### src/rtl/sptq_pkg.sv
// ----------------------------------------------------------------------------
// sptq_pkg
// sizes, result codes and action codes of the stable priority task queue
// ----------------------------------------------------------------------------
`timescale 1ns / 1ps
`default_nettype none

package sptq_pkg;

	localparam int QUEUE_DEPTH   = 16;
	localparam int PRIORITY_BITS = 8;
	localparam int HANDLE_BITS   = 32;
	localparam int COUNT_BITS    = $clog2(QUEUE_DEPTH + 1);
	localparam int STATUS_BITS   = 2;

	localparam logic [COUNT_BITS-1:0] FULL_COUNT = COUNT_BITS'(QUEUE_DEPTH);

	// action codes
	localparam logic ACT_PUSH = 1'b0;
	localparam logic ACT_POP  = 1'b1;

	// result status codes
	localparam logic [STATUS_BITS-1:0] STATUS_OK    = 2'd0;
	localparam logic [STATUS_BITS-1:0] STATUS_FULL  = 2'd1;
	localparam logic [STATUS_BITS-1:0] STATUS_EMPTY = 2'd2;

endpackage

`default_nettype wire

### src/rtl/stable_priority_task_queue.sv
// ----------------------------------------------------------------------------
// stable_priority_task_queue
// bounded stable min-priority queue of task handles, sorted-insert shift array
// ----------------------------------------------------------------------------
// usage
//   input channel (in_valid / in_stall) carries one command per transaction:
//   action selects push or pop, item_priority and item_handle matter for a
//   push only. lower priority values leave first, equal values leave in
//   arrival order.
//   output channel (out_valid / out_stall) returns exactly one result per
//   command: status, popped_handle and entry_count after the operation.
//   the result is registered, presented in the cycle after the command is taken.
//   throughput: one command per cycle while in_stall is low; every slot
//   compares against the new priority and shifts in parallel.
//   the single output register decouples the sides: a new command is taken
//   whenever that register is empty or is being emptied in the same cycle.
//   while the receiver stalls a waiting result, in_stall is raised and the
//   result holds steady.
//   reset (arst_n low) empties the queue and drops any pending result; the
//   slot contents are not cleared, only the count.
// ----------------------------------------------------------------------------
`timescale 1ns / 1ps
`default_nettype none

module stable_priority_task_queue (
	input  wire                                          clk,
	input  wire                                          arst_n,
	// command transactions
	input  wire                                          in_valid,
	output logic                                         in_stall,
	input  wire                                          action,
	input  wire  [sptq_pkg::PRIORITY_BITS-1:0]           item_priority,
	input  wire  [sptq_pkg::HANDLE_BITS-1:0]             item_handle,
	// result transactions
	output logic                                         out_valid,
	input  wire                                          out_stall,
	output logic [sptq_pkg::STATUS_BITS-1:0]             status,
	output logic [sptq_pkg::HANDLE_BITS-1:0]             popped_handle,
	output logic [sptq_pkg::COUNT_BITS-1:0]              entry_count
);

	localparam int D  = sptq_pkg::QUEUE_DEPTH;
	localparam int PB = sptq_pkg::PRIORITY_BITS;
	localparam int HB = sptq_pkg::HANDLE_BITS;
	localparam int CB = sptq_pkg::COUNT_BITS;
	localparam int SB = sptq_pkg::STATUS_BITS;

	// sorted slot array, slot 0 is the front
	logic [PB-1:0] prio_q   [D];
	logic [HB-1:0] handle_q [D];
	logic [PB-1:0] prio_nxt   [D];
	logic [HB-1:0] handle_nxt [D];
	logic [CB-1:0] count_q;

	// result register
	logic          out_valid_q;
	logic [SB-1:0] status_q;
	logic [HB-1:0] popped_q;
	logic [CB-1:0] count_out_q;

	logic          accept;
	logic          full;
	logic          empty;
	logic          do_push;
	logic          do_pop;
	logic [D-1:0]  le;      // slot holds an entry that stays ahead of the new one

	// the output register is free or drains this cycle
	assign in_stall = out_valid_q & out_stall;
	assign accept   = in_valid & ~in_stall;

	assign full    = (count_q == sptq_pkg::FULL_COUNT);
	assign empty   = (count_q == '0);
	assign do_push = (action == sptq_pkg::ACT_PUSH) & ~full;
	assign do_pop  = (action == sptq_pkg::ACT_POP) & ~empty;

	// per-slot compare and shift select
	for (genvar i = 0; i < D; i++) begin : g_slot
		localparam logic [CB-1:0] IDX = CB'(i);

		assign le[i] = (IDX < count_q) && (prio_q[i] <= item_priority);

		if (i == 0) begin : g_front
			always_comb begin
				prio_nxt[i]   = prio_q[i];
				handle_nxt[i] = handle_q[i];
				if (do_pop) begin
					prio_nxt[i]   = prio_q[i+1];
					handle_nxt[i] = handle_q[i+1];
				end else if (do_push && !le[i]) begin
					// new entry goes to the front
					prio_nxt[i]   = item_priority;
					handle_nxt[i] = item_handle;
				end
			end
		end else if (i == D - 1) begin : g_back
			always_comb begin
				prio_nxt[i]   = prio_q[i];
				handle_nxt[i] = handle_q[i];
				if (do_push && !le[i]) begin
					if (le[i-1]) begin
						prio_nxt[i]   = item_priority;
						handle_nxt[i] = item_handle;
					end else begin
						prio_nxt[i]   = prio_q[i-1];
						handle_nxt[i] = handle_q[i-1];
					end
				end
			end
		end else begin : g_mid
			always_comb begin
				prio_nxt[i]   = prio_q[i];
				handle_nxt[i] = handle_q[i];
				if (do_pop) begin
					prio_nxt[i]   = prio_q[i+1];
					handle_nxt[i] = handle_q[i+1];
				end else if (do_push && !le[i]) begin
					// first slot past the equal-or-lower run takes the new entry
					if (le[i-1]) begin
						prio_nxt[i]   = item_priority;
						handle_nxt[i] = item_handle;
					end else begin
						prio_nxt[i]   = prio_q[i-1];
						handle_nxt[i] = handle_q[i-1];
					end
				end
			end
		end
	end

	// slot storage, payload only
	always_ff @(posedge clk) begin
		if (accept) begin
			for (int i = 0; i < D; i++) begin
				prio_q[i]   <= prio_nxt[i];
				handle_q[i] <= handle_nxt[i];
			end
		end
	end

	// entry count
	always_ff @(posedge clk or negedge arst_n) begin
		if (!arst_n) begin
			count_q <= '0;
		end else if (accept) begin
			if (do_push) begin
				count_q <= count_q + CB'(1);
			end else if (do_pop) begin
				count_q <= count_q - CB'(1);
			end
		end
	end

	// result register valid
	always_ff @(posedge clk or negedge arst_n) begin
		if (!arst_n) begin
			out_valid_q <= 1'b0;
		end else if (accept) begin
			out_valid_q <= 1'b1;
		end else if (!out_stall) begin
			out_valid_q <= 1'b0;
		end
	end

	// result register payload
	always_ff @(posedge clk) begin
		if (accept) begin
			if (action == sptq_pkg::ACT_PUSH) begin
				popped_q <= '0;
				if (full) begin
					status_q    <= sptq_pkg::STATUS_FULL;
					count_out_q <= count_q;
				end else begin
					status_q    <= sptq_pkg::STATUS_OK;
					count_out_q <= count_q + CB'(1);
				end
			end else begin
				if (empty) begin
					status_q    <= sptq_pkg::STATUS_EMPTY;
					popped_q    <= '0;
					count_out_q <= count_q;
				end else begin
					status_q    <= sptq_pkg::STATUS_OK;
					popped_q    <= handle_q[0];
					count_out_q <= count_q - CB'(1);
				end
			end
		end
	end

	assign out_valid     = out_valid_q;
	assign status        = status_q;
	assign popped_handle = popped_q;
	assign entry_count   = count_out_q;

endmodule

`default_nettype wire

### config.mk
export PLATFORM = sky130hd
export DESIGN_NAME = stable_priority_task_queue
export DESIGN_NICKNAME = d
export VERILOG_FILES = /design/src/rtl/sptq_pkg.sv /design/src/rtl/stable_priority_task_queue.sv
export SDC_FILE = /design/constraint.sdc
export NUM_CORES = 2
export LEC_CHECK = 0
export BUFFER_PORTS_ARGS = -buffer_cell sky130_fd_sc_hd__buf_4
export CAP_MARGIN = 0
export CELL_PAD_IN_SITES_DETAIL_PLACEMENT = 0
export CELL_PAD_IN_SITES_GLOBAL_PLACEMENT = 1
export CORE_MARGIN = 2
export CORE_UTILIZATION = 50
export DETAILED_ROUTE_END_ITERATION = 7
export GPL_TIMING_DRIVEN = 0
export MAX_ROUTING_LAYER = met4
export PLACE_DENSITY_LB_ADDON = 0.05
export SYNTH_ARGS = -nofsm -noshare
export SYNTH_HDL_FRONTEND = slang
export SYNTH_SLANG_ARGS = --single-unit
### constraint.sdc
create_clock -name clk -period 6.51 [get_ports clk]
set_input_delay 0.3255 -clock clk [delete_from_list [all_inputs] [get_ports clk]]
set_output_delay 0.3255 -clock clk [all_outputs]
set_load 0.02 [all_outputs]
Word level (Yosys, flattened, before mapping)
Memory sizes are Yosys's and may differ from the RTL's.
Index checks and enable logic that the tools add are counted.
{ "classes": {"reduce_logical": 52, "bitwise_logic": 8, "magnitude_cmp": 32, "muxes": 104, "n_eq_ne": 2, "n_addsub": 2} }
{ "op_table": {"columns": ["cell", "count"], "rows": [
  ["2-to-1 mux 32 bit", 46],
  ["2-to-1 mux 8 bit", 46],
  ["<= comparator 8 bit", 16],
  ["less-than comparator 4 x 5 -> 1 bit, first input constant", 8],
  ["logical AND 1 bit", 32],
  ["2-to-1 mux 5 bit", 5],
  ["less-than comparator 3 x 5 -> 1 bit, first input constant", 4],
  ["zero test 1 bit", 16],
  ["less-than comparator 1 x 5 -> 1 bit, first input constant", 2],
  ["less-than comparator 2 x 5 -> 1 bit, first input constant", 2],
  ["adder 5 x 1 -> 5 bit, second input constant", 1],
  ["== test 5 bit, second input constant", 1],
  ["zero test 5 bit", 1],
  ["2-to-1 mux 1 bit", 5],
  ["subtractor 5 x 1 -> 5 bit, second input constant", 1],
  ["AND 1 bit", 4],
  ["2-to-1 mux 2 bit", 2],
  ["inverter 1 bit", 4],
  ["inequality test 2 x 1 -> 1 bit, second input constant", 1],
  ["AND reduction 2 bit", 1],
  ["nonzero test 2 bit", 1],
  ["OR reduction 2 bit", 1]
]} }
{ "word_totals": {"ramBits": 640, "wordCells": 207, "out_inout_bits": 41, "regBits": 45, "memories": 2, "inputBits": 45} }
{ "memory_table": {"columns": ["name", "words", "width", "read_ports", "rd_ports_with_merged_regs", "write_ports", "line", "source"], "rows": [
  ["handle_q", 16, 32, 16, 0, 16, "stable_priority_task_queue.sv:50", "logic [HB-1:0] handle_q [D];"],
  ["prio_q", 16, 8, 16, 0, 16, "stable_priority_task_queue.sv:49", "logic [PB-1:0] prio_q [D];"]
]} }

Logic depth before layout (Yosys ltp)
An unclocked memory read counts as a cell.
{ "depth": {"depth_word": 7, "ltp_mapped": 11, "ltp_nobuf": 8} }

Worst setup path before layout
Ideal clock, no wire load.
{ "synth_path": {"path_type": "register to register", "start": "register out_valid_q, in the netlist out_valid", "end": "memory handle_q[0][100] in the netlist's numbering (enable)", "synth_period_minus_slack_ps": 4736, "path_stages_with_launch": 7, "setup_slack_ps": 1774, "arrival_ps": 4285, "setup_ps": 451, "path_cell_list": "dfrtp_1 > nand2_1 > and2_1 > o21ai_0 > buf_2 > buf_2 > a21oi_1"} }
{ "synth_lines": {"columns": ["element", "line", "source"], "rows": [
  ["from (decl)", "stable_priority_task_queue.sv:56", "logic out_valid_q;"],
  ["from (signal assigned)", "stable_priority_task_queue.sv:157", "out_valid_q <= 1'b0;"],
  ["from (signal assigned)", "stable_priority_task_queue.sv:159", "out_valid_q <= 1'b1;"],
  ["from (signal assigned)", "stable_priority_task_queue.sv:161", "out_valid_q <= 1'b0;"],
  ["to (decl)", "stable_priority_task_queue.sv:50", null]
]} }

==> impl_metrics.yaml <==
critical_path:
  startpoint: "count_q[0]$_DFFE_PN0P_"
  required_ns: 6.89
  critPathCaptureType: "register"
  cp-start-kind: "register"
  rrSetupSlack_ns: 1.69
  crit_path_max_fanout: 16
  rr_endpoint: "handle_q[1][206]$_DFFE_PP_"
  path_class: "reg2reg"
  r2r_start: "count_q[0]$_DFFE_PN0P_"
  ff2ff_path_depth: 11
  crit_end: "handle_q[1][206]$_DFFE_PP_"
  arrival_ns: 5.21
cts:
  clk_pin_slew_ns: 0.07
  cts_root_buffer: "clkbuf_16"
  post_cts_buffers: 0
  cts.htree.levels: 3
  cts_buffers: 78
  cts_resized: 0
  cts_tree: "built"
  clk_latency_ns: 0.64
  numClockSinks: 685
  clk_path_buf_depth: 3
  hold_buffers: 3
drt:
  wirelength_um: 149000
  viasPerCell: 6.48
  vias: 32500
  wl_per_cell_um: 29.8
  drt_iter0_markers: 4518
  firstDrtPassIters: 6
  ant_nets: 0
  drc: 0
pwr:
  p_total_uw: 18700
  power_density_nw_per_um2: 452
  ir_worst_vdd_mv: 0.277
  power.leakage_uw: 0.0153
yosys:
  synth_nets: 3991
  postSynthAreaPerCell_um2: 9.53
  postSynth.asyncResetShare_pct: 0.876
  synth_ff_type: "edfxtp_1"
  yosysWarnings: 0
  synth-edff-count: 679
  synthTopCellsByArea: "edfxtp_1 (56%), nand2_1 (8.8%), a21oi_1 (8.7%)"
  netlist_instances: 3814
  synth.top_cell.area_share_pct: 56.1
  synth.most_common_cell: "nand2_1"
  yosysUniqueCellTypes: 50
  ys_seq_elements: 685
  synth_top_area_cell: "edfxtp_1"
  synth_top_cells_by_count: "nand2_1 (857), edfxtp_1 (679), a21oi_1 (635)"
  synthesis.area_um2: 36400
  yosysSeqAreaShare_pct: 56.5
sta:
  drv_slew: 0
  fmax_mhz: 207
  final.period_utilization_pct: 74.1
  worst_pin_slew_ns: 1.42
  hold_viol: 0
  rsz0062_at_grt: "false"
  setup_viol: 0
  slew_headroom_pct: 5.42
  finalCriticalPeriod_ns: 4.82
  fin_skew_ns: 0.0230
floorplan:
  die_w_um: 274
  initial_core_util_pct: 50.7
  core_area_um2: 71700
  die_area_um2: 74900
  rows: 98
  ioPinCount: 86
  die_y_um: 274
hold_path:
  min-delay-start: "item_handle[28]"
  hold_path.class: "in2reg"
global_route:
  grt_max_degree: 42
  first_global_vias: 31300
  grt_pass1_wl_um: 213000
  grt-ovfl-total: 0
  grt_util_all_layers_pct: 40.6
  grt_antenna_before_repair: 6
cells_and_area:
  final_util_pct: 57.7
  area_delta_synth_final_pct: 13.9
  n_fill_cell: 6415
  fin_nets: 4180
  drive_above_1_share_pct: 9.03
place:
  portBuffers: 77
  place.gp.congestion: 0.992
  dp_hpwl_um: 107000
status:
  status: "finished, final reports clean"
flow_run:
  maxCapViolations: 0
cells by family (layout without fill, tap and decap cells):
kind of cell | count (synthesis) | in the layout | synth area share [%]
flip-flops | 685 | 685 | 56.5
AND/OR/NAND/NOR | 1565 | 1565 | 17.1
multiplexers | 87 | 87 | 2.53
other | 0 | 1 | 0
AO/OA/AOI/OAI | 989 | 989 | 15.2
adder cells (fa/ha/maj) | 132 | 132 | 4.54
buffers and inverters | 350 | 601 | 3.95
XOR/XNOR | 6 | 6 | 0.145
layout make-up:
class	count	area [um^2]	area share (%)
clock buffers	100	2080	5.02
well taps	950	1190	2.87
repair buffers	109	1260	3.05
plain buffers	320	1330	3.20
inverters	30	113	0.272
diodes	1	2.50	0.00604
clock inverters	42	344	0.831
multi-input cells	2779	14600	35.2
flip-flops and latches	685	20500	49.6
worst max-delay path, stage by stage, from the launching register on:
cell     delay [ns]
dfrtp_1        0.49
inv_1          0.18
ha_1           0.23
nor2b_1        0.21
nand2_1        0.16
nand2_1        0.27
buf_2          0.24
buf_2          0.70
buf_1          1.10
a21oi_4        0.46
buf_16         0.32
buf_16         0.18
worst min-delay path by stage:
| stage | endpoint | slack, ns | cells past startpoint |
|---|---|---|---|
| after detailed placement | count_q[0]$_DFFE_PN0P_ | 0.14 | 1 |
| after CTS | handle_q[0][28]$_DFFE_PP_ | 0.03 | 3 |
| final | handle_q[0][28]$_DFFE_PP_ | 0.04 | 3 |
| after global placement | count_q[0]$_DFFE_PN0P_ | 0.14 | 1 |
| after global routing | handle_q[0][27]$_DFFE_PP_ | 0.07 | 3 |
| after floorplan | count_q[0]$_DFFE_PN0P_ | 0.03 | 0 |
flip-flops by register name, summed over array words and instances (netlist names):
signal / flops
popped_handle: 32
prio_q: 128
handle_q: 512
entry_count: 5
status: 2
count_q: 5
out_valid: 1
where the power goes:
group          internal (uW)  leakage [uW]  switching (uW)
Sequential              6270       0.00637             493
Combinational           2110       0.00775            5500
Clock                   2460       0.00119            1890
Total                  10800        0.0153            7880
cells in the final DEF, fill, tap and decap left out, types with 14 or more instances in the layout:
cell	count
a21oi_1	621
a21oi_2	25
a21oi_4	14
a31oi_1	206
and2_1	33
buf_1	35
buf_12	19
buf_2	62
buf_4	77
clkbuf_1	236
clkbuf_16	80
clkinv_1	21
edfxtp_1	679
ha_1	132
inv_1	29
mux2_2	40
mux2i_1	47
nand2_1	857
nand3_1	50
nand4_1	29
nor2_1	548
nor2b_1	18
o211ai_1	47
o21ai_0	41
stage by stage:
stage / hold WS [ns] / cells / setup TNS [ns] / cell area [um^2] / setup WS, ns
detailed placement: 0.144 / 4870 / 0 / 39000 / 1.37
global route: 0.0685 / 5016 / 0 / 41400 / 1.62
global placement: 0.140 / 4841 / -1209.70 / 38100 / -2.53
finish: 0.0438 / 5016 / 0 / 41400 / 1.69
CTS: 0.0286 / 5015 / 0 / 41400 / 1.90
floorplan: 0.0299 / 3814 / 0 / 36400 / 1.77
layer usage:
| layer | wire (um) | GRT usage (%) |
|---|---|---|
| met1 | 57500 | 51.8 |
| met2 | 65800 | 60.3 |
| met3 | 17900 | 10.3 |
| met4 | 8220 | 19.7 |
| met5 | 0 | - |
No activity file was read; power rests on OpenSTA's default activity.
